<file path="src/sv/binarized_3x3_texture_energy_defines.svh">
// Assertion macros shared by the texture energy block.
`ifndef BINARIZED_3X3_TEXTURE_ENERGY_DEFINES_SVH
`define BINARIZED_3X3_TEXTURE_ENERGY_DEFINES_SVH

// Immediate implication checked at every clock edge outside reset.
`define BTE_ASSERT_IMPL(lbl, ante, cons, msg) \
	lbl: assert property (@(posedge clk) disable iff (!arst_n) (ante) |-> (cons)) \
		else $error(msg);

// Implication whose consequence is checked in the next cycle.
`define BTE_ASSERT_NEXT(lbl, ante, cons, msg) \
	lbl: assert property (@(posedge clk) disable iff (!arst_n) (ante) |=> (cons)) \
		else $error(msg);

`endif

</file>
<file path="src/sv/bte_pkg.sv">
package bte_pkg;

	localparam int MAX_WIDTH  = 2048;
	localparam int MAX_HEIGHT = 2048;

	localparam int COL_W = $clog2(MAX_WIDTH);
	localparam int ROW_W = $clog2(MAX_HEIGHT);
	localparam int DIM_W = 12;
	localparam int THR_W = 9;
	localparam int KER_W = 36;
	localparam int CFG_W = 36;
	localparam int SUM_W = 32;

	localparam int LUMA_SUM_W = 24;
	localparam int RESP_W     = 8;
	localparam int Q_DEPTH    = 4;

	localparam logic [15:0] WEIGHT_RED   = 16'd19595;
	localparam logic [15:0] WEIGHT_GREEN = 16'd38470;
	localparam logic [15:0] WEIGHT_BLUE  = 16'd7471;

	localparam logic [1:0] CFG_THRESHOLD = 2'd0;
	localparam logic [1:0] CFG_KERNEL    = 2'd1;
	localparam logic [1:0] CFG_WIDTH     = 2'd2;
	localparam logic [1:0] CFG_HEIGHT    = 2'd3;

	typedef struct packed {
		logic [THR_W-1:0] threshold;
		logic [DIM_W-1:0] image_width;
		logic [DIM_W-1:0] image_height;
	} front_cfg_t;

	typedef struct packed {
		logic             pix_bit;
		logic [COL_W-1:0] x;
		logic             interior;
		logic             eof;
	} pix_item_t;

endpackage

</file>
<file path="src/sv/bte_front.sv">
module bte_front (
	input  logic                clk,
	input  logic                arst_n,
	input  bte_pkg::front_cfg_t cfg,
	input  logic                in_valid,
	output logic                in_stall,
	input  logic [7:0]          red,
	input  logic [7:0]          green,
	input  logic [7:0]          blue,
	output logic                push,
	output bte_pkg::pix_item_t  push_item,
	input  logic                q_full
);
	import bte_pkg::*;

	logic accept;

	logic [COL_W-1:0] col_q;
	logic [ROW_W-1:0] row_q;
	logic [COL_W:0]   col_inc;
	logic [ROW_W:0]   row_inc;
	logic [COL_W:0]   w_eff;
	logic [ROW_W:0]   h_eff;
	logic             row_end;
	logic             frame_end;

	logic                  valid_s1;
	logic [LUMA_SUM_W-1:0] prod_r_s1;
	logic [LUMA_SUM_W-1:0] prod_g_s1;
	logic [LUMA_SUM_W-1:0] prod_b_s1;
	logic [COL_W-1:0]      x_s1;
	logic                  interior_s1;
	logic                  eof_s1;
	logic [LUMA_SUM_W-1:0] luma_sum;
	logic [7:0]            luma;

	assign in_stall = valid_s1 && q_full;
	assign accept   = in_valid && !in_stall;
	assign push     = valid_s1 && !q_full;

	always_comb begin
		if (cfg.image_width < DIM_W'(3))
			w_eff = (COL_W+1)'(3);
		else if (32'(cfg.image_width) > MAX_WIDTH)
			w_eff = (COL_W+1)'(MAX_WIDTH);
		else
			w_eff = (COL_W+1)'(cfg.image_width);
		if (cfg.image_height < DIM_W'(3))
			h_eff = (ROW_W+1)'(3);
		else if (32'(cfg.image_height) > MAX_HEIGHT)
			h_eff = (ROW_W+1)'(MAX_HEIGHT);
		else
			h_eff = (ROW_W+1)'(cfg.image_height);
	end

	assign col_inc   = {1'b0, col_q} + (COL_W+1)'(1);
	assign row_inc   = {1'b0, row_q} + (ROW_W+1)'(1);
	assign row_end   = col_inc >= w_eff;
	assign frame_end = row_end && (row_inc >= h_eff);

	always_ff @(posedge clk or negedge arst_n) begin
		if (!arst_n) begin
			col_q <= '0;
			row_q <= '0;
		end else if (accept) begin
			if (!row_end) begin
				col_q <= col_inc[COL_W-1:0];
			end else begin
				col_q <= '0;
				row_q <= frame_end ? '0 : row_inc[ROW_W-1:0];
			end
		end
	end

	always_ff @(posedge clk or negedge arst_n) begin
		if (!arst_n)
			valid_s1 <= 1'b0;
		else if (accept)
			valid_s1 <= 1'b1;
		else if (push)
			valid_s1 <= 1'b0;
	end

	always_ff @(posedge clk) begin
		if (accept) begin
			prod_r_s1   <= LUMA_SUM_W'(red) * LUMA_SUM_W'(WEIGHT_RED);
			prod_g_s1   <= LUMA_SUM_W'(green) * LUMA_SUM_W'(WEIGHT_GREEN);
			prod_b_s1   <= LUMA_SUM_W'(blue) * LUMA_SUM_W'(WEIGHT_BLUE);
			x_s1        <= col_q;
			interior_s1 <= (col_q >= COL_W'(2)) && (row_q >= ROW_W'(2));
			eof_s1      <= frame_end;
		end
	end

	// The weights sum to 65536, so the total never leaves 24 bits.
	assign luma_sum = prod_r_s1 + prod_g_s1 + prod_b_s1;
	assign luma     = luma_sum[LUMA_SUM_W-1 -: 8];

	always_comb begin
		push_item.pix_bit  = {1'b0, luma} > cfg.threshold;
		push_item.x        = x_s1;
		push_item.interior = interior_s1;
		push_item.eof      = eof_s1;
	end

endmodule

</file>
<file path="config.mk">
export PLATFORM = sky130hd
export DESIGN_NAME = bte_front
export DESIGN_NICKNAME = d
export VERILOG_FILES = /design/src/sv/binarized_3x3_texture_energy_defines.svh /design/src/sv/bte_pkg.sv /design/src/sv/bte_front.sv
export SDC_FILE = /design/constraint.sdc
export NUM_CORES = 1
export LEC_CHECK = 0
export ABC_CLOCK_PERIOD_IN_PS = 10700
export BUFFER_PORTS_ARGS = -buffer_cell sky130_fd_sc_hd__buf_2
export CORE_UTILIZATION = 57
export DETAILED_ROUTE_END_ITERATION = 12
export PLACE_DENSITY = 0.73
export SYNTH_ARGS = -nofsm -noshare
export SYNTH_HDL_FRONTEND = slang
export SYNTH_SLANG_ARGS = --single-unit
</file>
<file path="constraint.sdc">
create_clock -name clk -period 10.7 [get_ports clk]
set_input_delay 1.07 -clock clk [delete_from_list [all_inputs] [get_ports clk]]
set_output_delay 1.07 -clock clk [all_outputs]
set_load 0.05 [all_outputs]
</file>
### Word-level counts from Yosys, hierarchy flattened

Cells that the tools add are included.

| storage, ports and cells | value |
|---|---|
| word-level logic and storage cells | 42 |
| bits in registers | 103 |
| bits of input ports | 61 |
| output and inout bits | 16 |

| cells by class | value |
|---|---|
| multiply operators | 3 |
| mux-type cells | 8 |
| add/sub/neg operators | 4 |
| $lt $le $gt $ge | 9 |
| reductions and logical operators | 9 |

Operator list:

| operator | number |
|---|---|
| 2-to-1 mux 12 bit | 4 |
| multiplier 8 x 15 -> 23 bit, second input constant | 2 |
| adder 11 x 1 -> 12 bit, second input constant | 2 |
| adder 23 x 24 -> 24 bit | 1 |
| adder 24 x 21 -> 24 bit | 1 |
| greater-or-equal comparator 12 bit | 2 |
| greater-than comparator 12 bit, second input constant | 2 |
| less-than comparator 12 x 2 -> 1 bit, second input constant | 2 |
| greater-or-equal comparator 11 x 2 -> 1 bit, second input constant | 2 |
| 2-to-1 mux 11 bit | 2 |
| multiplier 8 x 13 -> 21 bit, second input constant | 1 |
| greater-than comparator 8 x 9 -> 1 bit | 1 |
| logical AND 1 bit | 5 |
| zero test 1 bit | 2 |
| 2-to-1 mux 1 bit | 2 |
| AND reduction 2 bit | 1 |
| nonzero test 2 bit | 1 |

### Depth between registers and ports, before layout

| depth | value |
|---|---|
| depth after elaboration | 6 |
| depth in mapped cells | 19 |
| depth with buffers taken out | 19 |

### Least setup slack after synthesis

Ideal clock, no wire load.

| timing path | value |
|---|---|
| path type | input-to-reg |
| start | in blue[5] |
| end | reg prod_b_s1[20], data pin |
| arrival time | 4.929 ns |
| path buffers | 0 |
| path slack | 5.507 ns |
| cell stages on the path | 14 |
| data required time | 10.436 ns |
| setup time | 0.264 ns |
| cells stage by stage | fa_1 -> fa_1 -> fa_1 -> inv_1 -> fa_1 -> inv_1 -> ha_1 -> o21a_1 -> nor2_1 -> o2111a_1 -> or4b_4 -> a221oi_4 -> or4_1 -> nand4_1 |

| on the way | value |
|---|---|
| word-level cells in the longest chain between the ends | 1 |

RTL lines:

| item | line | source |
|---|---|---|
| start, declared | bte_front.sv:9 | `input logic [7:0] blue,` |
| multiplier 8 x 13 -> 21 bit | bte_front.sv:88 | `prod_b_s1 <= LUMA_SUM_W'(blue) * LUMA_SUM_W'(WEIGHT_BLUE);` |
| end signal, assigned | bte_front.sv:88 |  |
| end, declared | bte_front.sv:30 | `logic [LUMA_SUM_W-1:0] prod_b_s1;` |

No other way between the ends.
A chain may end at the register's enable or synchronous reset.

==> flow_summary.yaml <==
run_status:
  status: "finished clean"
logic_synthesis:
  synth_nets: 1493
  yosysWarnings: 0
  synth_edf_count: 80
  yosys_most_used_dff: "edfxtp_1"
  syn_area_per_cell_um2: 10.33
  ys_async_sr_fraction_pct: 22.33
  synth_cell_type_count: 57
  synth-seq-cells: 103
  syn-cell-area_um2: 11490
  synth_cells: 1112
  ys_seq_area_share_pct: 25.91
sta:
  rsz0062_at_grt: "no"
  finalCritPeriodShare_pct: 51.86
  worst_pin_slew_ns: 0.9512
  fmax_ghz: 0.1802
  slew_headroom_pct: 36.21
  finalCriticalPeriod_ns: 5.549
  setup_slack_ns: 5.151
  setup_violations: 0
  fin_setup_tns_ns: 0
  slew_viol_final: 0
  clock_skew_ns: 0.01247
  hold_viol: 0
worst_setup_path:
  cp_top_family: "compound AO/OA/AOI/OAI gates"
  r2r_slack_ns: 7.04
  r2r_end: "col_q[6]"
  worstPathMaxFanout: 3
  r2r_start: "col_q[2]"
  path_buf_inv: 3
  slowest_stage: "fa_1"
  cpPeakStageDelay_ns: 0.52
  start_kind: "register"
  endpoint_kind: "output pin"
  required_ns: 9.63
  path_class: "reg2out"
  cpMostUsedCell: "a21o_1"
  worstPathCellList: "inv_1, fa_1, inv_1, ha_1, o2111ai_1, a21oi_1, a211oi_1, a211o_1, o211ai_1, a21oi_1, xnor2_1, ha_1, a21o_1, a21o_1, a211o_1, a21o_1, a21o_1, a21oi_1, nor3_1, buf_2"
  rr_worst_depth: 10
  worst_ep_arrival_time_ns: 4.48
placed_design:
  dp_cells: 1446
  place_hpwl_um: 18780
  portBuffers: 76
  placed_cell_area_um2: 12180
  place_ws_ns: 5.143
  gp_congestion: 0.8864
global_routing:
  grt_pass1_wl_um: 37580
  grt_max_degree: 55
  antenna_found_initial: 2
  grtUsageTotal_pct: 23.40
  grt_overflow_total: 0
  first_global_vias: 7839
drt:
  drt_iter0_markers: 417
  firstDrtPassIters: 4
  wl_um: 22420
  postRouteAntennaNets: 0
  routed_via_density: 5.492
  num_vias: 8029
  post_drt_wl_per_cell_um: 15.34
  drc_errors: 0
floorplanning:
  die_y_um: 144.0
  dieArea_um2: 20730
  coreArea_um2: 19590
  dieWidth_um: 144.0
  fp-row-count: 51
  io_pins: 77
  start_util_pct: 58.66
clock_tree:
  cts_hold_buf: 0
  cts_buffers: 9
  clk_pin_slew_worst_paths_ns: 0.07
  htreeDepth: 3
  clk_path_buf_depth: 2
  cts_tree: "done"
  cts_resized: 0
  post_cts_buffers: 0
  clkLatencyLatePin_ns: 0.35
  cts-root-buf: "clkbuf_16"
  cts.sinks: 103
final_layout:
  n_fill_cell: 1603
  finalNonFillerCells: 1462
  final_common_cell: "ha_1"
  diodes: 0
  nNetsFinal: 1573
  multi_input_area_um2: 7835
  ff_latch_area_um2: 2978
  syn2layout_area_growth_pct: 8.591
  stdcell_area_um2: 12480
  final_cell_mix: "238 x ha_1, 170 x inv_1, 82 x fa_1, 80 x edfxtp_1, 76 x buf_2"
  final_layout_size_suffix_gt1_share_pct: 9.273
worst_hold_path:
  hold-path-cell-count: 2
  min_from: "valid_s1"
  holdPathEnd: "valid_s1"
  hp-class: "reg2reg"
power_and_ir_drop:
  p_comb_share_pct: 65.0
  power-per-cell-area_nw_per_um2: 225.3
  p_leak_uw: 0.006361
  p_seq_share_pct: 23.6
  p_int_uw: 1562
  vdd_drop_max_uv: 138.9
  p_clk_share_pct: 11.4
  p_switching_uw: 1249
  switching_share_pct: 44.44
flow_run:
  cap_violations: 0
synthesized netlist by cell type, types with 15 or more instances:
cell type  instances  area [µm²]
a21o_1            38       285.3
a21oi_1           53       265.3
a22o_1            16       140.1
and3_1            16       100.1
dfrtp_1           23       575.6
edfxtp_1          80        2402
fa_1              82        1642
ha_1             238        2978
inv_1            171       641.9
nand2_1           60       225.2
nand2b_1          15       93.84
nand3_1           17       85.08
nor2_1            52       195.2
o21ai_0           38       190.2
xnor2_1           41       359.1
xor2_1            27       236.5
power groups by stage:
| stage | sequential (µW) | combinational (µW) | clock [µW] |
|---|---|---|---|
| final | 664 | 1830 | 321 |
| after global routing | 676 | 2090 | 342 |
| after CTS | 665 | 1830 | 327 |
| after detailed placement | 672 | 1810 | 0 |
| after global placement | 670 | 1760 | 0 |
| after floorplan | 658 | 1410 | 0 |
flip-flops by register name, summed over array words and instances (netlist names):
name and count:
interior_s1 1, prod_r_s1 23, col_q 11, prod_g_s1 23
x_s1 11, valid_s1 1, row_q 11, eof_s1 1
prod_b_s1 21
cells by family (layout without fill, tap and decap cells):
group,count (synthesis),after routing,share of synthesized area [%]
DFF,103,103,25.91
xor gates and xnor gates,68,68,5.183
AOI/OAI and AO/OA,226,226,13.61
and+or+nand+nor,214,214,9.049
adders and majority gates,320,320,40.20
muxes,1,1,0.09799
buffers and inverters,180,265,5.945
cell type report:
type	instances	share of cell area [%]
clock buffer	9	1.805
clock inverter	7	0.5615
inverter	171	5.154
multi-input combinational	829	62.79
sequential	103	23.86
tap	265	2.657
timing repair buffer	78	3.169
through the flow:
step | utilization (%) | power, µW | hold slack [ns]
after global routing | 63.70 | 3103 | 0.5804
final | 63.70 | 2811 | 0.5322
after global placement | 62.19 | 2429 | 0.4972
after detailed placement | 62.19 | 2478 | 0.5184
after CTS | 63.70 | 2826 | 0.5374
after floorplan | - | 2067 | 0.4231
worst reg2reg max path: cells and delay by family, from the launching register on:
family | cells | cell delay (ns)
DFF | 1 | 0.49
and+or+nand+nor | 5 | 1.13
xor gates and xnor gates | 1 | 0.18
adders and majority gates | 1 | 0.31
AOI/OAI and AO/OA | 3 | 1.43
how the worst max path moves through the flow:
stage	end	slack (ns)	cells past startpoint	start
after floorplan	prod_b_s1[20]	5.51	14	blue[5]
after global placement	prod_b_s1[20]	5.21	15	blue[5]
after detailed placement	prod_b_s1[20]	5.14	15	blue[5]
after CTS	push_item[13]	5.13	20	prod_r_s1[3]
after global routing	push_item[13]	4.87	20	prod_r_s1[3]
final	push_item[13]	5.15	20	prod_r_s1[3]
routing by layer:
layer | track usage [%] | part of all wire, % | vias to the layer above | routed length (µm)
met5 | 0 | 0.036 | - | 8
met4 | 8.679 | 2.7 | 2 | 604
met3 | 2.881 | 2.8 | 36 | 637
met2 | 38.47 | 46 | 128 | 10410
met1 | 31.71 | 48 | 3786 | 10760
li1 | - | - | 4077 | -
Note: power is estimated with default switching activity, not from simulation.
