--- config.mk ---
export PLATFORM = sky130hd
export DESIGN_NAME = bte_back
export DESIGN_NICKNAME = d
export VERILOG_FILES = /design/src/sv/binarized_3x3_texture_energy_defines.svh /design/src/sv/bte_pkg.sv /design/src/sv/bte_back.sv
export SDC_FILE = /design/constraint.sdc
export NUM_CORES = 2
export LEC_CHECK = 0
export BUFFER_PORTS_ARGS = -buffer_cell sky130_fd_sc_hd__buf_2
export CORE_MARGIN = 2
export CORE_UTILIZATION = 65
export DETAILED_ROUTE_END_ITERATION = 10
export PLACE_DENSITY = 0.81
export SYNTH_ARGS = -nofsm -noshare
export SYNTH_HDL_FRONTEND = slang
export SYNTH_SLANG_ARGS = --single-unit
--- constraint.sdc ---
create_clock -name clk -period 84.6 [get_ports clk]
set_input_delay 12.69 -clock clk [delete_from_list [all_inputs] [get_ports clk]]
set_output_delay 12.69 -clock clk [all_outputs]
set_load 0.02 [all_outputs]
--- src/sv/binarized_3x3_texture_energy_defines.svh ---
// Assertion macros shared by the texture energy block.
`ifndef BINARIZED_3X3_TEXTURE_ENERGY_DEFINES_SVH
`define BINARIZED_3X3_TEXTURE_ENERGY_DEFINES_SVH

// Immediate implication checked at every clock edge outside reset.
`define BTE_ASSERT_IMPL(lbl, ante, cons, msg) \
	lbl: assert property (@(posedge clk) disable iff (!arst_n) (ante) |-> (cons)) \
		else $error(msg);

// Implication whose consequence is checked in the next cycle.
`define BTE_ASSERT_NEXT(lbl, ante, cons, msg) \
	lbl: assert property (@(posedge clk) disable iff (!arst_n) (ante) |=> (cons)) \
		else $error(msg);

`endif

--- src/sv/bte_pkg.sv ---
package bte_pkg;

	localparam int MAX_WIDTH  = 2048;
	localparam int MAX_HEIGHT = 2048;

	localparam int COL_W = $clog2(MAX_WIDTH);
	localparam int ROW_W = $clog2(MAX_HEIGHT);
	localparam int DIM_W = 12;
	localparam int THR_W = 9;
	localparam int KER_W = 36;
	localparam int CFG_W = 36;
	localparam int SUM_W = 32;

	localparam int LUMA_SUM_W = 24;
	localparam int RESP_W     = 8;
	localparam int Q_DEPTH    = 4;

	localparam logic [15:0] WEIGHT_RED   = 16'd19595;
	localparam logic [15:0] WEIGHT_GREEN = 16'd38470;
	localparam logic [15:0] WEIGHT_BLUE  = 16'd7471;

	localparam logic [1:0] CFG_THRESHOLD = 2'd0;
	localparam logic [1:0] CFG_KERNEL    = 2'd1;
	localparam logic [1:0] CFG_WIDTH     = 2'd2;
	localparam logic [1:0] CFG_HEIGHT    = 2'd3;

	typedef struct packed {
		logic [THR_W-1:0] threshold;
		logic [DIM_W-1:0] image_width;
		logic [DIM_W-1:0] image_height;
	} front_cfg_t;

	typedef struct packed {
		logic             pix_bit;
		logic [COL_W-1:0] x;
		logic             interior;
		logic             eof;
	} pix_item_t;

endpackage

--- src/sv/bte_back.sv ---
module bte_back (
	input  logic                        clk,
	input  logic                        arst_n,
	input  logic [bte_pkg::KER_W-1:0]   kernel_weights,
	input  logic                        q_valid,
	input  bte_pkg::pix_item_t          q_item,
	output logic                        q_pop,
	output logic                        out_valid,
	input  logic                        out_stall,
	output logic [bte_pkg::SUM_W-1:0]   texture_sum,
	output logic                        sum_saturated
);
	import bte_pkg::*;

	// Each entry holds the bits of the two previous rows at one column.
	logic [1:0] line_mem [MAX_WIDTH];

	logic             valid_s1;
	pix_item_t        item_s1;
	logic [1:0]       rd_s1;
	logic             adv_s1;

	logic [2:0][2:0]  win_q;
	logic [2:0][2:0]  win_next;
	logic signed [RESP_W-1:0] resp;

	logic                     valid_s2;
	logic signed [RESP_W-1:0] resp_s2;
	logic                     interior_s2;
	logic                     eof_s2;
	logic                     fire_s2;

	logic [SUM_W-1:0] acc_q;
	logic             sat_q;
	logic [RESP_W-1:0] mag;
	logic [SUM_W:0]    sum_wide;
	logic [SUM_W-1:0]  acc_next;
	logic              sat_next;
	logic              out_free;

	assign out_free = !out_valid || !out_stall;
	assign fire_s2  = valid_s2 && (!eof_s2 || out_free);
	assign adv_s1   = valid_s1 && (!valid_s2 || fire_s2);
	assign q_pop    = q_valid && (!valid_s1 || adv_s1);

	// The write of one column and the read of the next column may share an edge;
	// the same column comes back only after at least three transfers.
	always_ff @(posedge clk) begin
		if (q_pop)
			rd_s1 <= line_mem[q_item.x];
		if (adv_s1)
			line_mem[item_s1.x] <= {rd_s1[0], item_s1.pix_bit};
	end

	always_ff @(posedge clk or negedge arst_n) begin
		if (!arst_n)
			valid_s1 <= 1'b0;
		else if (q_pop)
			valid_s1 <= 1'b1;
		else if (adv_s1)
			valid_s1 <= 1'b0;
	end

	always_ff @(posedge clk) begin
		if (q_pop)
			item_s1 <= q_item;
	end

	always_comb begin
		for (int i = 0; i < 3; i++) begin
			win_next[i][0] = win_q[i][1];
			win_next[i][1] = win_q[i][2];
		end
		win_next[0][2] = rd_s1[1];
		win_next[1][2] = rd_s1[0];
		win_next[2][2] = item_s1.pix_bit;
	end

	always_comb begin
		resp = '0;
		for (int i = 0; i < 3; i++) begin
			for (int j = 0; j < 3; j++) begin
				if (win_next[i][j])
					resp = resp + RESP_W'(signed'(kernel_weights[4*(3*i+j) +: 4]));
			end
		end
	end

	always_ff @(posedge clk or negedge arst_n) begin
		if (!arst_n)
			win_q <= '0;
		else if (adv_s1)
			win_q <= item_s1.eof ? '0 : win_next;
	end

	always_ff @(posedge clk or negedge arst_n) begin
		if (!arst_n)
			valid_s2 <= 1'b0;
		else if (adv_s1)
			valid_s2 <= 1'b1;
		else if (fire_s2)
			valid_s2 <= 1'b0;
	end

	always_ff @(posedge clk) begin
		if (adv_s1) begin
			resp_s2     <= resp;
			interior_s2 <= item_s1.interior;
			eof_s2      <= item_s1.eof;
		end
	end

	assign mag      = resp_s2[RESP_W-1] ? RESP_W'(-resp_s2) : RESP_W'(resp_s2);
	assign sum_wide = {1'b0, acc_q} + (SUM_W+1)'(mag);

	// A sum that reaches the maximum sticks there and raises the flag.
	always_comb begin
		acc_next = acc_q;
		sat_next = sat_q;
		if (interior_s2) begin
			if (sum_wide[SUM_W] || (sum_wide[SUM_W-1:0] == '1)) begin
				acc_next = '1;
				sat_next = 1'b1;
			end else begin
				acc_next = sum_wide[SUM_W-1:0];
			end
		end
	end

	always_ff @(posedge clk or negedge arst_n) begin
		if (!arst_n) begin
			acc_q <= '0;
			sat_q <= 1'b0;
		end else if (fire_s2) begin
			acc_q <= eof_s2 ? '0 : acc_next;
			sat_q <= eof_s2 ? 1'b0 : sat_next;
		end
	end

	always_ff @(posedge clk or negedge arst_n) begin
		if (!arst_n)
			out_valid <= 1'b0;
		else if (fire_s2 && eof_s2)
			out_valid <= 1'b1;
		else if (!out_stall)
			out_valid <= 1'b0;
	end

	always_ff @(posedge clk) begin
		if (fire_s2 && eof_s2) begin
			texture_sum   <= acc_next;
			sum_saturated <= sat_next;
		end
	end

endmodule
; After elaboration in Yosys (flattened, before gate mapping)
; Memory sizes are Yosys's and may differ from the RTL's. A register that Yosys moved wholly into a read port is not among the register bits.
; Index checks and enable logic that the tools add are counted.
[word_totals]
romBits = 0
ram_bits = 4096
reg_bits = 102
memories = 1
word_cells = 71
output_inout_bits = 35
input_bits = 54
latch_bits = 0
[classes]
n_bitwise = 0
order_cmp = 0
n_mul = 0
reduce_logical = 16
add_sub_neg = 10
muxes = 25
n_eq_ne = 2
shifts = 0
div_mod_pow = 0
[mem_list]
columns = name, depth, width, read_ports, rd_clocked_by_memory_dff, wr, line
row1 = line_mem, 2048, 2, 1, 1, 1, bte_back.sv:16  ; logic [1:0] line_mem [MAX_WIDTH];
[op_table]
columns = cell, count
row1 = 32-bit 2-to-1 mux, 3
row2 = 8-bit 2-to-1 mux, 10
row3 = 8-bit by 4-bit adder with 8-bit output, 8
row4 = 32-bit by 8-bit adder with 33-bit output, 1
row5 = 32-bit equality test (second input constant), 1
row6 = 1-bit 2-to-1 mux, 11
row7 = 9-bit 2-to-1 mux, 1
row8 = 8-bit negator, 1
row9 = 1-bit logical NOT, 5
row10 = 1-bit logical OR, 5
row11 = 1-bit logical AND, 4
row12 = 2-bit nonzero test, 2
row13 = 2-bit by 1-bit != test with 1-bit output (second input constant), 1

; Depth between registers and ports, before layout
[logic_depth]
depth_word = 17
mapped_depth = 47
ltp_nobuf = 47

; Worst setup path after synthesis
; OpenSTA, ideal clock, no wires.
[synth_timing]
path_type = register -> register
start = register rd_s1[0], read port of line_mem
end = register resp_s2[7], data pin
path_slack_ns = 51.809
setup_time_ns = 0.268
synth_period_minus_slack_ns = 32.791
required_time_ns = 84.332
path_buffers = 0
path_stages_with_launch = 22
arrival_time_ns = 32.523
cell_sequence = edfxtp_1 > inv_1 > mux2_2 > ha_1 > inv_1 > fa_1 > nand2_1 > o21ai_0 > inv_1 > ha_1 > a21o_1 > a21oi_1 > xnor2_1 > mux2_2 > ha_1 > nor2b_1 > o21a_1 > o41ai_1 > xnor2_1 > nand2_1 > xor2_1 > xnor3_1
[synth_between]
elab_chain_len = 7
[synth_lines]
columns = element, line
row1 = from (decl), bte_back.sv:20  ; logic [1:0] rd_s1;
row2 = 8-bit 2-to-1 mux (*), bte_back.sv:83  ; if (win_next[i][j])
row3 = 8-bit by 4-bit adder with 8-bit output, bte_back.sv:84  ; resp = resp + RESP_W'(signed'(kernel_weights[4*(3*i+j) +: 4]));
row4 = 8-bit 2-to-1 mux (*), bte_back.sv:83
row5 = 8-bit by 4-bit adder with 8-bit output, bte_back.sv:84
row6 = 8-bit 2-to-1 mux (*), bte_back.sv:83
row7 = 8-bit by 4-bit adder with 8-bit output, bte_back.sv:84
row8 = 8-bit 2-to-1 mux (*), bte_back.sv:83
row9 = named net resp[7], bte_back.sv:25  ; logic signed [RESP_W-1:0] resp;
row10 = to (signal assigned), bte_back.sv:107  ; resp_s2 <= resp;
row11 = to (decl), bte_back.sv:28  ; logic signed [RESP_W-1:0] resp_s2;
; The timed path passes the listed nets; every way through them passes the cells marked *.
; A chain may end at the register's enable or synchronous reset.

; Final worst setup path
[layout_timing]
start = input port out_stall
end = output port q_pop
[layout_between]
elab_chain_len = 8
[layout_lines]
columns = element, line
row1 = from (decl), bte_back.sv:9  ; input logic out_stall,
row2 = 1-bit logical NOT, --
row3 = 1-bit logical OR, bte_back.sv:41  ; assign out_free = !out_valid || !out_stall;
row4 = 1-bit logical OR, bte_back.sv:42  ; assign fire_s2 = valid_s2 && (!eof_s2 || out_free);
row5 = 1-bit logical AND, bte_back.sv:42
row6 = 1-bit logical OR, bte_back.sv:43  ; assign adv_s1 = valid_s1 && (!valid_s2 || fire_s2);
row7 = 1-bit logical AND, bte_back.sv:43
row8 = 1-bit logical OR, bte_back.sv:44  ; assign q_pop = q_valid && (!valid_s1 || adv_s1);
row9 = 1-bit logical AND, bte_back.sv:44
row10 = to (decl), bte_back.sv:7  ; output logic q_pop,
; Every way passes these cells.

==> metrics.yaml <==
synthesis:
  syn-num-nets: 10400
  async_flop_share: 0.0100
  yosysSeqAreaShare: 0.726
  synth.area.top_cells: "edfxtp_1 (72%), mux4_2 (13%), nor2_1 (5.4%), clkbuf_1 (1.4%), mux2i_1 (1.1%)"
  netlist_instances: 10200
  synth.avg_cell_area_um2: 16.9
  synth_top_cell_area_share: 0.720
  synth_edf_count: 4155
  synth-main-ff-cell: "edfxtp_1"
  mappedNetlistArea_um2: 173000
  yosysUniqueCellTypes: 76
  ys_seq_elements: 4197
  synth.yosys.warnings: 0
  synth_top_cell_by_area: "edfxtp_1"
floorplanning:
  die_w_um: 520
  io-pin-count: 89
  die-height_um: 520
  initial_core_util: 0.653
  die_area_um2: 271000
  std_cell_rows: 189
  core_area_um2: 265000
cts:
  cts_sinks: 4197
  clockBufferDepth: 4
  cts_tree: "yes"
  cts_resized: 0
  path_clk_slew_ns: 0.06
  htree_levels: 5
  postCtsSetupBuffers: 0
  hold_buffers: 0
  cts-root-buf: "clkbuf_16"
  numCtsBuffers: 401
  clk_latency_ns: 0.92
final_layout:
  final_nets: 10200
  regArea_um2: 126000
  multi_input_area_um2: 44300
  final_common_cell: "edfxtp_1"
  finalNonFillerCells: 14000
  area_growth_pct: 9.43
  layout_common_cells: "edfxtp_1 (4155), nor2_1 (2482), mux4_2 (1024)"
  drive_above_1_share: 0.192
  fillers: 14700
hold_path:
  hold_path.class: "flop to flop"
  holdPathStages: 0
  min_from: "item_s1[1]"
  hold_end: "interior_s2"
global_routing:
  grt_max_degree: 261
  overflow: 0
  grt_pass1_vias: 101000
  grt_pass1_wl_um: 667000
  antenna_found_initial: 9
  grt_use_total: 0.339
route:
  vias_per_cell: 7.09
  drc_errors: 0
  detailroute.via_count: 99000
  postRouteAntennaNets: 0
  routedWlPerCell_um: 32.8
  routed_wl_um: 459000
  drt_pass1_iterations: 9
  drtIter0Drc: 17100
setup_path:
  ff2ff_setup_slack_ns: 75.60
  crit_arrival_ns: 13.81
  reg2reg_from: "win_next[0]"
  crit_path_start_kind: "primary input"
  endpoint_kind: "output port"
  cp_max_fo: 17
  crit_type: "primary input to output port"
  reg2regPathDepth: 45
  r2r_end: "resp_s2[7]"
  cp.required_ns: 71.91
placement:
  numPlacedInstances: 13200
  hpwl_um: 240000
  io_buffers: 88
  dp_slack_ns: 58.09
  gp_congestion: 0.901
sta:
  grt_setup_unrepaired: "false"
  maxSlewViolCount: 0
  tns_ns: 0
  maxSlewHeadroom: 0.0733
  fin_crit_sh: 0.313
  tightest_slew_ns: 1.38
  finalSetupViolCount: 0
  final.min_clock_period_ns: 26.50
  max_freq_ghz: 0.0377
  fin_skew_ns: 0.0526
  worst_slack_ns: 58.10
  hold_viol: 0
pwr:
  peakVddDrop_mv: 0.0209
  totalPowerFinal_mw: 4.44
  power.leakage_nw: 58.4
  power.density_nw_per_um2: 23.4
job:
  maxCapViolCount: 0
outcome:
  status: "finished, final reports clean"
==> worst max-delay path, cell delays in order <==
cell and delay [ns]:
buf_2 0.11, nand4_1 0.12, inv_1 0.06, nand2_1 0.08, and2_1 0.14, buf_4 0.35
buf_2 0.25
==> worst max path at each step <==
stage          startpoint    endpoint  slack [ns]  cells after the start
4_1_cts         out_stall       q_pop       58.09                      7
3_5_place_dp    out_stall       q_pop       58.09                      7
6_report        out_stall       q_pop       58.10                      7
5_1_grt         out_stall       q_pop       58.02                      7
3_3_place_gp    out_stall       q_pop       58.05                      7
2_1_floorplan    rd_s1[0]  resp_s2[7]       51.81                     21
==> sequential cells by signal, summed over array words and instances, names as in the netlist, 2 cells and up <==
name	flops
acc_q	32
texture_sum	32
resp_s2	8
rd_s1	2
win_next	6
item_s1	14
line_mem	4096
==> cell type report <==
type                       instances  area share
antenna                           15    0.000198
clock buffer                     489      0.0555
clock inverter                   236      0.0115
inverter                          63     0.00129
multi-input combinational       5171       0.234
sequential                      4197       0.664
tap                             3533      0.0233
timing repair buffer             260      0.0104
==> per-layer routing <==
layer / vias to the layer above / GRT usage / part of all wire
li1: 39300 / - / -
met1: 49800 / 0.441 / 0.32
met2: 8203 / 0.540 / 0.48
met3: 1653 / 0.0852 / 0.14
met4: 6 / 0.167 / 0.061
met5: - / 0 / 0.000096
==> report_power, final <==
group	leakage, nW	switching [mW]	total (mW)	internal [mW]
clock network	6.18	0.777	1.77	0.994
registers	38.0	0.00724	2.33	2.32
logic	14.3	0.224	0.345	0.121
total	58.4	1.01	4.44	3.43
==> cells in the mapped netlist, types with 17 or more instances <==
| master | number |
|---|---|
| and3_1 | 17 |
| nand2b_1 | 21 |
| a21oi_1 | 228 |
| clkbuf_1 | 641 |
| nor2b_1 | 20 |
| mux4_2 | 1024 |
| o22ai_1 | 47 |
| a21o_1 | 22 |
| nor2_1 | 2486 |
| nand4_1 | 34 |
| buf_1 | 75 |
| o221ai_1 | 116 |
| buf_2 | 97 |
| a31oi_1 | 66 |
| xnor2_1 | 36 |
| nand3_1 | 18 |
| ha_1 | 62 |
| mux2i_1 | 191 |
| dfrtp_1 | 42 |
| mux2_2 | 76 |
| inv_1 | 61 |
| o21ai_0 | 174 |
| edfxtp_1 | 4155 |
| xor2_1 | 18 |
| nor3_1 | 42 |
| nand2_1 | 275 |
==> per-stage QoR <==
step	instance area [um2]	util	hold slack, ns
floorplan	173000	-	0.400
global placement	177000	0.667	0.421
detailed placement	177000	0.667	0.410
CTS	189000	0.715	0.428
global route	190000	0.715	0.431
finish	190000	0.715	0.422
==> cells by family (layout without fill, tap and decap cells) <==
family	Yosys count	count (layout)	synth area share
buffers and inverters	877	1048	0.0197
AO/OA/AOI/OAI	767	767	0.0281
flip-flops	4197	4197	0.726
AND/OR/NAND/NOR	2985	2985	0.0681
multiplexers	1291	1291	0.149
adder cells (fa/ha/maj)	72	72	0.00563
XOR/XNOR	56	56	0.00299
other	0	15	0
Note: power is estimated with default switching activity, not from simulation.
