### config.mk
export PLATFORM = sky130hd
export DESIGN_NAME = bte_queue
export DESIGN_NICKNAME = d
export VERILOG_FILES = /design/src/sv/binarized_3x3_texture_energy_defines.svh /design/src/sv/bte_pkg.sv /design/src/sv/bte_queue.sv
export SDC_FILE = /design/constraint.sdc
export NUM_CORES = 1
export LEC_CHECK = 0
export BUFFER_PORTS_ARGS = -buffer_cell sky130_fd_sc_hd__buf_4
export CORE_UTILIZATION = 24
export CTS_BUF_LIST = sky130_fd_sc_hd__clkbuf_4 sky130_fd_sc_hd__clkbuf_8
export CTS_CLUSTER_DIAMETER = 40
export CTS_CLUSTER_SIZE = 8
export DETAILED_ROUTE_END_ITERATION = 8
export GPL_ROUTABILITY_DRIVEN = 0
export SKIP_CTS_REPAIR_TIMING = 1
export SYNTH_ARGS = -nofsm -noshare
export SYNTH_HDL_FRONTEND = slang
export SYNTH_SLANG_ARGS = --single-unit
### constraint.sdc
create_clock -name clk -period 1.35 [get_ports clk]
set_clock_uncertainty 0.05 [all_clocks]
set_input_delay 0.2025 -clock clk [delete_from_list [all_inputs] [get_ports clk]]
set_output_delay 0.2025 -clock clk [all_outputs]
set_load 0.02 [all_outputs]
### src/sv/binarized_3x3_texture_energy_defines.svh
// Assertion macros shared by the texture energy block.
`ifndef BINARIZED_3X3_TEXTURE_ENERGY_DEFINES_SVH
`define BINARIZED_3X3_TEXTURE_ENERGY_DEFINES_SVH

// Immediate implication checked at every clock edge outside reset.
`define BTE_ASSERT_IMPL(lbl, ante, cons, msg) \
	lbl: assert property (@(posedge clk) disable iff (!arst_n) (ante) |-> (cons)) \
		else $error(msg);

// Implication whose consequence is checked in the next cycle.
`define BTE_ASSERT_NEXT(lbl, ante, cons, msg) \
	lbl: assert property (@(posedge clk) disable iff (!arst_n) (ante) |=> (cons)) \
		else $error(msg);

`endif

### src/sv/bte_pkg.sv
package bte_pkg;

	localparam int MAX_WIDTH  = 2048;
	localparam int MAX_HEIGHT = 2048;

	localparam int COL_W = $clog2(MAX_WIDTH);
	localparam int ROW_W = $clog2(MAX_HEIGHT);
	localparam int DIM_W = 12;
	localparam int THR_W = 9;
	localparam int KER_W = 36;
	localparam int CFG_W = 36;
	localparam int SUM_W = 32;

	localparam int LUMA_SUM_W = 24;
	localparam int RESP_W     = 8;
	localparam int Q_DEPTH    = 4;

	localparam logic [15:0] WEIGHT_RED   = 16'd19595;
	localparam logic [15:0] WEIGHT_GREEN = 16'd38470;
	localparam logic [15:0] WEIGHT_BLUE  = 16'd7471;

	localparam logic [1:0] CFG_THRESHOLD = 2'd0;
	localparam logic [1:0] CFG_KERNEL    = 2'd1;
	localparam logic [1:0] CFG_WIDTH     = 2'd2;
	localparam logic [1:0] CFG_HEIGHT    = 2'd3;

	typedef struct packed {
		logic [THR_W-1:0] threshold;
		logic [DIM_W-1:0] image_width;
		logic [DIM_W-1:0] image_height;
	} front_cfg_t;

	typedef struct packed {
		logic             pix_bit;
		logic [COL_W-1:0] x;
		logic             interior;
		logic             eof;
	} pix_item_t;

endpackage

### src/sv/bte_queue.sv
module bte_queue (
	input  logic               clk,
	input  logic               arst_n,
	input  logic               push,
	input  bte_pkg::pix_item_t push_item,
	output logic               full,
	output logic               pop_valid,
	output bte_pkg::pix_item_t pop_item,
	input  logic               pop
);
	import bte_pkg::*;

	localparam int PTR_W = $clog2(Q_DEPTH);
	localparam int CNT_W = $clog2(Q_DEPTH + 1);

	pix_item_t        slot_q [Q_DEPTH];
	logic [PTR_W-1:0] wr_ptr_q;
	logic [PTR_W-1:0] rd_ptr_q;
	logic [CNT_W-1:0] count_q;

	assign full      = count_q == CNT_W'(Q_DEPTH);
	assign pop_valid = count_q != '0;
	assign pop_item  = slot_q[rd_ptr_q];

	always_ff @(posedge clk or negedge arst_n) begin
		if (!arst_n) begin
			wr_ptr_q <= '0;
			rd_ptr_q <= '0;
			count_q  <= '0;
		end else begin
			if (push)
				wr_ptr_q <= wr_ptr_q + PTR_W'(1);
			if (pop)
				rd_ptr_q <= rd_ptr_q + PTR_W'(1);
			if (push && !pop)
				count_q <= count_q + CNT_W'(1);
			else if (pop && !push)
				count_q <= count_q - CNT_W'(1);
		end
	end

	always_ff @(posedge clk) begin
		if (push)
			slot_q[wr_ptr_q] <= push_item;
	end

endmodule

== Yosys cells after proc, flatten, opt, wreduce, memory -nomap -nowiden ==
Memories as Yosys holds them, arrays and structs flattened.
Cells that the tools add are included.

* Bits in registers: 7
* Memory bits (writable): 56
* Output and inout port bits: 16
* Memories kept: 1

{| class="wikitable"
|+ Memories
! memory !! words !! width !! read ports !! clocked after memory_dff !! wr ports !! line !! RTL
|-
| slot_q || 4 || 14 || 1 || 0 || 1 || bte_queue.sv:16 || <nowiki>pix_item_t slot_q [Q_DEPTH];</nowiki>
|}

* $add $sub $neg: 4
* Equality and inequality tests: 1
* Multiplexer cells: 4
* Reduce and logical (&&, ||, !) cells: 6

{| class="wikitable"
|+ Operators by type and width
! cell !! count
|-
| 2-to-1 mux 3 bit || 2
|-
| adder 2 x 1 -> 2 bit (second input constant) || 2
|-
| adder 3 x 1 -> 3 bit (second input constant) || 1
|-
| equality test 3 bit (second input constant) || 1
|-
| nonzero test 3 bit || 1
|-
| subtractor 3 x 1 -> 3 bit (second input constant) || 1
|-
| logical AND 1 bit || 2
|-
| zero test 1 bit || 2
|-
| 2-to-1 mux 1 bit || 2
|-
| nonzero test 2 bit || 1
|}

== Longest topological paths before layout ==
Gate-level depths: netlist of the first run.

* Depth in word-level cells: 4
* Depth in mapped cells: 7

== Worst setup path after synthesis of the first run ==
No wires, ideal clock.

* Path kind: register to register
* From: reg wr_ptr_q[0]
* To: mem slot_q[0][0] (netlist bit), enable pin
* Arrival: 1.007 ns
* Data required time: 0.933 ns
* Slack: -0.074 ns
* Stages on the path, launching flop included: 4
* Cell sequence: dfrtp_1 inv_1 ha_1 and2_1

{| class="wikitable"
|+ RTL lines
! what !! line !! RTL
|-
| from (decl) || bte_queue.sv:17 || <nowiki>logic [PTR_W-1:0] wr_ptr_q;</nowiki>
|-
| from (signal assigned) || bte_queue.sv:32 || <nowiki>wr_ptr_q <= wr_ptr_q + PTR_W'(1);</nowiki>
|-
| to (decl) || bte_queue.sv:16 ||
|}

Straight into the memory's write port.

==> out/qor.yml, run 1 <==
run_status: "finished with violations"
violations: "setup timing"
report.final.slew_viol_count: 0
clock_path_buffers: 2
cts-buffers-inserted: 9
crit_type: "flop to output pin"
post-route-period-util_pct: 134
syn_area_per_cell_um2: 22.9
final_area_um2: 3360
drive_gt1_share_pct: 53.9
grt_pass1_vias: 1311
r2r_cells: 5
cts-root-buf: "clkbuf_8"
finalSetupViolations: 18
worst_ir_drop_vdd_uv: 990
synth_fa_ha_area_share_pct: 3.37
initial_core_util_pct: 24.9
slew_headroom_pct: 83.4
synth_top_area_share_pct: 68.7
endpoint_kind: "output pin"
syn_area_um2: 2450
finalHoldViolCount: 0
fillers: 988
fin_crit_ns: 1.81
clk_pin_slew_ns: 0.06
die_width_um: 103
worstPathRequired_ns: 1.10
syn2layout_area_growth_pct: 37.3
routedWlPerCell_um: 14.9
rsz0062_at_grt: "yes"
synthMuxAreaShare_pct: 14.3
post_synth_and_or_nand_nor_area_fraction_pct: 2.04
hp-class: "input pin to flop"
portBuffers: 33
setup_slack_ns: -0.461
ios: 34
worst_hold_slack_ns: 0.0194
power_density_nw_per_um2: 2240
final_nets: 198
antenna_cells: 0
clock_latency_ns: 0.33
row_count: 36
synth-compound-area-share_pct: 0.204
place_area_um2: 2980
worst_pin_slew_ns: 0.249
core-area_um2: 9820
hold-path-cell-count: 1
start_kind: "flop"
synth.largest_area_cell: "edfxtp_1"
tritoncts: "yes"
cp_data_arrival_time_ns: 1.56
ys_seq_area_share_pct: 75.9
power_leakage_nw: 1.23
gr-total-overflow: 0
max_freq_mhz: 552
drv_cap: 0
route.antenna.remaining_nets: 0
syn-num-nets: 131
first_iter_violations: 58
setup_tns_ns: -6.82
via_per_inst: 3.84
cts.sink_count: 63
first_pass_iters: 4
vias: 1193
ys_warn_count: 0
fin_util_pct: 34.2
die_area_um2: 10600
grt_pass1_wl_mm: 6.92
synth.area.top_cells: "edfxtp_1, mux4_2, dfrtp_1, mux4_1, ha_1"
drc_errors: 0
power.total_mw: 7.52
synth.distinct_cells: 19
cts_max_level: 3
grt_max_degree: 15
cp_max_fo: 4
synthXorXnorAreaFrac_pct: 2.15
wirelength_mm: 4.63
ys_ff_latch: 63
grt.total_usage_pct: 9.49
synth_top_family_by_area: "multiplexers"
antenna_found_initial: 0
die_y_um: 103
synth_cells: 107
place_hpwl_mm: 3.06
-- state kept, by name, summed over array words and instances (netlist names) --
name,flops
rd_ptr_q,2
count_q,3
slot_q,56
wr_ptr_q,2
-- path summary, 6_finish.rpt --
kind | start | to | slack [ns]
max | rd_ptr_q[0]$_DFFE_PN0P_ | pop_item[1] | -0.46
min | push_item[2] | slot_q[3][2]$_DFFE_PP_ | 0.02
max reg2reg | count_q[1]$_DFFE_PN0P_ | count_q[2]$_DFFE_PN0P_ | -0.11
min reg2reg | count_q[2]$_DFFE_PN0P_ | count_q[2]$_DFFE_PN0P_ | 0.45
max in group asynchronous | arst_n | rd_ptr_q[0]$_DFFE_PN0P_ | 0.94
min in group asynchronous | arst_n | rd_ptr_q[1]$_DFFE_PN0P_ | 0.17
-- cell usage after synthesis, drive strengths merged --
library cell and count:
and2 4, buf 3, dfrtp 7, edfxtp 56, fa 1, ha 5, inv 4, mux2 1
mux4 14, nand2 2, nor2 1, nor3b 1, o21ai 1, or3 1, xnor2 2, xor2 4
-- worst max-delay path, cell delays in order, from the launching register on --
cell,delay (ns)
dfrtp_2,0.42
buf_6,0.14
mux4_2,0.52
buf_6,0.15
-- power by group --
group,internal (mW),switching [mW],total [mW]
logic,1.70,1.37,3.07
clock network,1.04,0.658,1.69
registers,2.59,0.167,2.76
-- stage by stage --
stage	cells	setup WS, ns
2_1_floorplan	107	-0.0561
3_3_place_gp	288	-0.166
3_5_place_dp	288	-0.216
4_1_cts	303	-0.579
5_1_grt	311	-0.534
6_report	311	-0.461
-- cell usage in the layout, fill, tap and decap left out, drive strengths merged --
cell type,netlist,final
nand2,2,2
xor2,4,4
ha,5,5
clkbuf,0,11
xnor2,2,2
edfxtp,56,56
mux4,14,14
or3,1,1
dfrtp,7,7
inv,4,4
and2,4,5
dlygate4sd3,0,1
o21ai,1,1
nor3b,1,1
clkinv,0,3
buf,3,56
mux2,1,1
nor2,1,1
fa,1,1
bufinv,0,2
-- cell families after synthesis --
family                     Yosys count
AOI/OAI and AO/OA                    1
xor gates and xnor gates             6
adders and majority gates            6
buffers and inverters                7
DFF                                 63
muxes                               15
and+or+nand+nor                      9
-- layout make-up --
| cell class | instances | area [um^2] | share of cell area [%] |
|---|---|---|---|
| multi-input cells | 38 | 558 | 16.6 |
| well taps | 133 | 166 | 4.95 |
| clock buffers | 10 | 131 | 3.91 |
| flip-flops and latches | 63 | 1860 | 55.3 |
| repair buffers | 58 | 558 | 16.6 |
| inverters | 4 | 15.0 | 0.447 |
| clock inverters | 5 | 73.8 | 2.20 |
-- routing by layer --
metal | share of wire (%) | GRT usage, % | wire, um | vias to the layer above
li1 | - | - | - | 560
met1 | 43 | 10.9 | 1980 | 590
met2 | 50 | 15.5 | 2310 | 31
met3 | 4.9 | 2.98 | 225 | 12
met4 | 2.4 | 5.85 | 112 | 0
met5 | 0 | 0 | 0 | -
No activity file was read; power rests on OpenSTA's default activity.
==> inputs of run 2 (changes only) <==
--- a/config.mk
+++ b/config.mk
@@ -7,7 +7,7 @@
 export LEC_CHECK = 0
 export BUFFER_PORTS_ARGS = -buffer_cell sky130_fd_sc_hd__buf_4
 export CORE_UTILIZATION = 24
-export CTS_BUF_LIST = sky130_fd_sc_hd__clkbuf_4 sky130_fd_sc_hd__clkbuf_8
+export CTS_BUF_LIST = sky130_fd_sc_hd__clkbuf_2
 export CTS_CLUSTER_DIAMETER = 40
 export CTS_CLUSTER_SIZE = 8
 export DETAILED_ROUTE_END_ITERATION = 8
==> run 2 against run 1 <==
The run still ends with setup timing left. Flip-flop and latch count unchanged. Critical path depth is the same. Clock-buffer cell count did not move. Register-to-register slack lost 0.02 ns. Die area stayed put. Setup slack lost 0.17 ns. Combinational power is 1% higher. Cell count grew 5.5%. Sequential share of layout area decreased by 1.5 points. Highest routed layer unchanged.
==> out/qor.yml, run 2 (synthesis results as in run 1) <==
critPathLaunch: "rd_ptr_q[0]$_DFFE_PN0P_"
power.share.combinational_pct: 43.9
die_area_um2: 10600
final_common_cell: "edfxtp_1"
crit_chain: "buf_6 > mux4_2 > buf_6"
first_pass_iters: 3
row_count: 36
tritoncts: "yes"
power_density_nw_per_um2: 2050
wirelength_mm: 4.76
clock_latency_ns: 0.46
post-route-period-util_pct: 147
seqPwrFrac_pct: 38.7
final_nets: 215
cts.sink_count: 63
run_status: "finished with violations"
finalHoldViolCount: 0
cpMostUsedCell: "buf_6"
grt_pass1_vias: 1315
grt.total_usage_pct: 9.48
die_width_um: 103
largestRegisters: "slot_q x56, count_q x3"
cp_data_arrival_time_ns: 1.73
p_sw_share_pct: 30.7
largest_reg_flops: 56
endpoint_kind: "output pin"
antenna_found_initial: 0
top_register: "slot_q"
die_y_um: 103
crit_type: "flop to output pin"
hp-class: "input pin to flop"
r2r_end: "count_q[2]$_DFFE_PN0P_"
cp_max_fo: 4
critPathMaxStageDelay_ns: 0.52
place_hpwl_mm: 3.06
initial_core_util_pct: 24.9
start_kind: "flop"
worst_hold_slack_ns: 0.0688
syn2layout_area_growth_pct: 41.2
r2r_start: "count_q[0]$_DFFE_PN0P_"
final_cell_mix: "edfxtp_1, buf_4, buf_6"
via_per_inst: 3.86
violations: "setup timing"
vias: 1265
fin_crit_ns: 1.98
gr-total-overflow: 0
p_int_mw: 4.91
drv_cap: 0
grt_pass1_wl_mm: 6.92
antenna_cells: 0
power_leakage_nw: 1.28
clock_path_buffers: 2
first_iter_violations: 53
cts-root-buf: "clkbuf_2"
r2r_cells: 5
p_clk_share_pct: 17.4
routedWlPerCell_um: 14.5
max_freq_mhz: 504
finalSetupViolations: 18
drive_gt1_share_pct: 49.7
cts_max_level: 3
route.antenna.remaining_nets: 0
portBuffers: 33
rsz0062_at_grt: "yes"
core-area_um2: 9820
report.final.slew_viol_count: 0
cp_slowest_cell: "mux4_2"
drc_errors: 0
switching_power_mw: 2.18
slew_headroom_pct: 74.9
ios: 34
setup_slack_ns: -0.634
setup_tns_ns: -9.56
reg2reg_setup_slack_ns: -0.13
grt_max_degree: 15
worst_ir_drop_vdd_uv: 951
crit_end: "pop_item[1]"
worstPathRequired_ns: 1.10
cts-buffers-inserted: 9
worst_pin_slew_ns: 0.375
clk_pin_slew_ns: 0.16
==> run 2: cell count changes in the layout (fill, tap and decap cells not counted) <==
cell,delta
dlygate4sd3_1,+17
clkbuf_2,+10
clkbuf_8,-9
and2_1,-1
and2_4,+1
buf_4,-1
buf_6,+1
clkbuf_4,-1
==> run 2: worst max-delay path, delay by kind of cell, from the launching register on <==
kind                   cells  cell delay [ns]
muxes                      1             0.52
buffers and inverters      2             0.29
DFF                        1             0.45
==> run 2: how the worst min path moves through the flow <==
stage	start	end	slack, ns	cells after the start
after floorplan	arst_n	count_q[0]$_DFFE_PN0P_	-0.14	0
after global placement	arst_n	count_q[2]$_DFFE_PN0P_	-0.03	1
after detailed placement	arst_n	count_q[2]$_DFFE_PN0P_	-0.02	1
after CTS	arst_n	count_q[2]$_DFFE_PN0P_	-0.59	1
after global routing	push	count_q[0]$_DFFE_PN0P_	0.02	3
final	push	count_q[0]$_DFFE_PN0P_	0.07	3
==> run 2: stage by stage <==
step | worst slack, ns | area (um^2) | total power [mW] | utilization [%] | std cells
floorplan | -0.0561 | 2450 | 4.24 | - | 107
global placement | -0.166 | 2980 | 5.25 | 30.3 | 288
detailed placement | -0.216 | 2980 | 5.30 | 30.3 | 288
CTS | -0.782 | 3100 | 6.54 | 31.6 | 303
global route | -0.753 | 3460 | 7.48 | 35.2 | 328
finish | -0.634 | 3460 | 7.10 | 35.2 | 328
==> run 2: power by group through the flow <==
stage                     Sequential [mW]  Combinational (mW)  Clock, mW
final                                2.75                3.11       1.24
after CTS                            2.74                2.53       1.28
after detailed placement             2.78                2.52          0
after floorplan                      2.75                1.49          0
after global routing                 2.78                3.35       1.34
after global placement               2.76                2.49          0
==> run 2: area by class of cell <==
class | count | area, um^2
fill | 984 | 6360
sequential | 63 | 1860
timing repair buffer | 75 | 732
multi-input combinational | 38 | 561
tap | 133 | 166
clock inverter | 5 | 73.8
clock buffer | 10 | 50.0
inverter | 4 | 15.0
==> run 2: layer usage <==
metal / track usage (%) / up-vias / part of all wire, %
li1: - / 594 / -
met2: 15.5 / 23 / 51
met1: 10.8 / 640 / 44
met3: 3.39 / 8 / 4.2
met4: 5.20 / 0 / 1.2
met5: 0 / - / 0
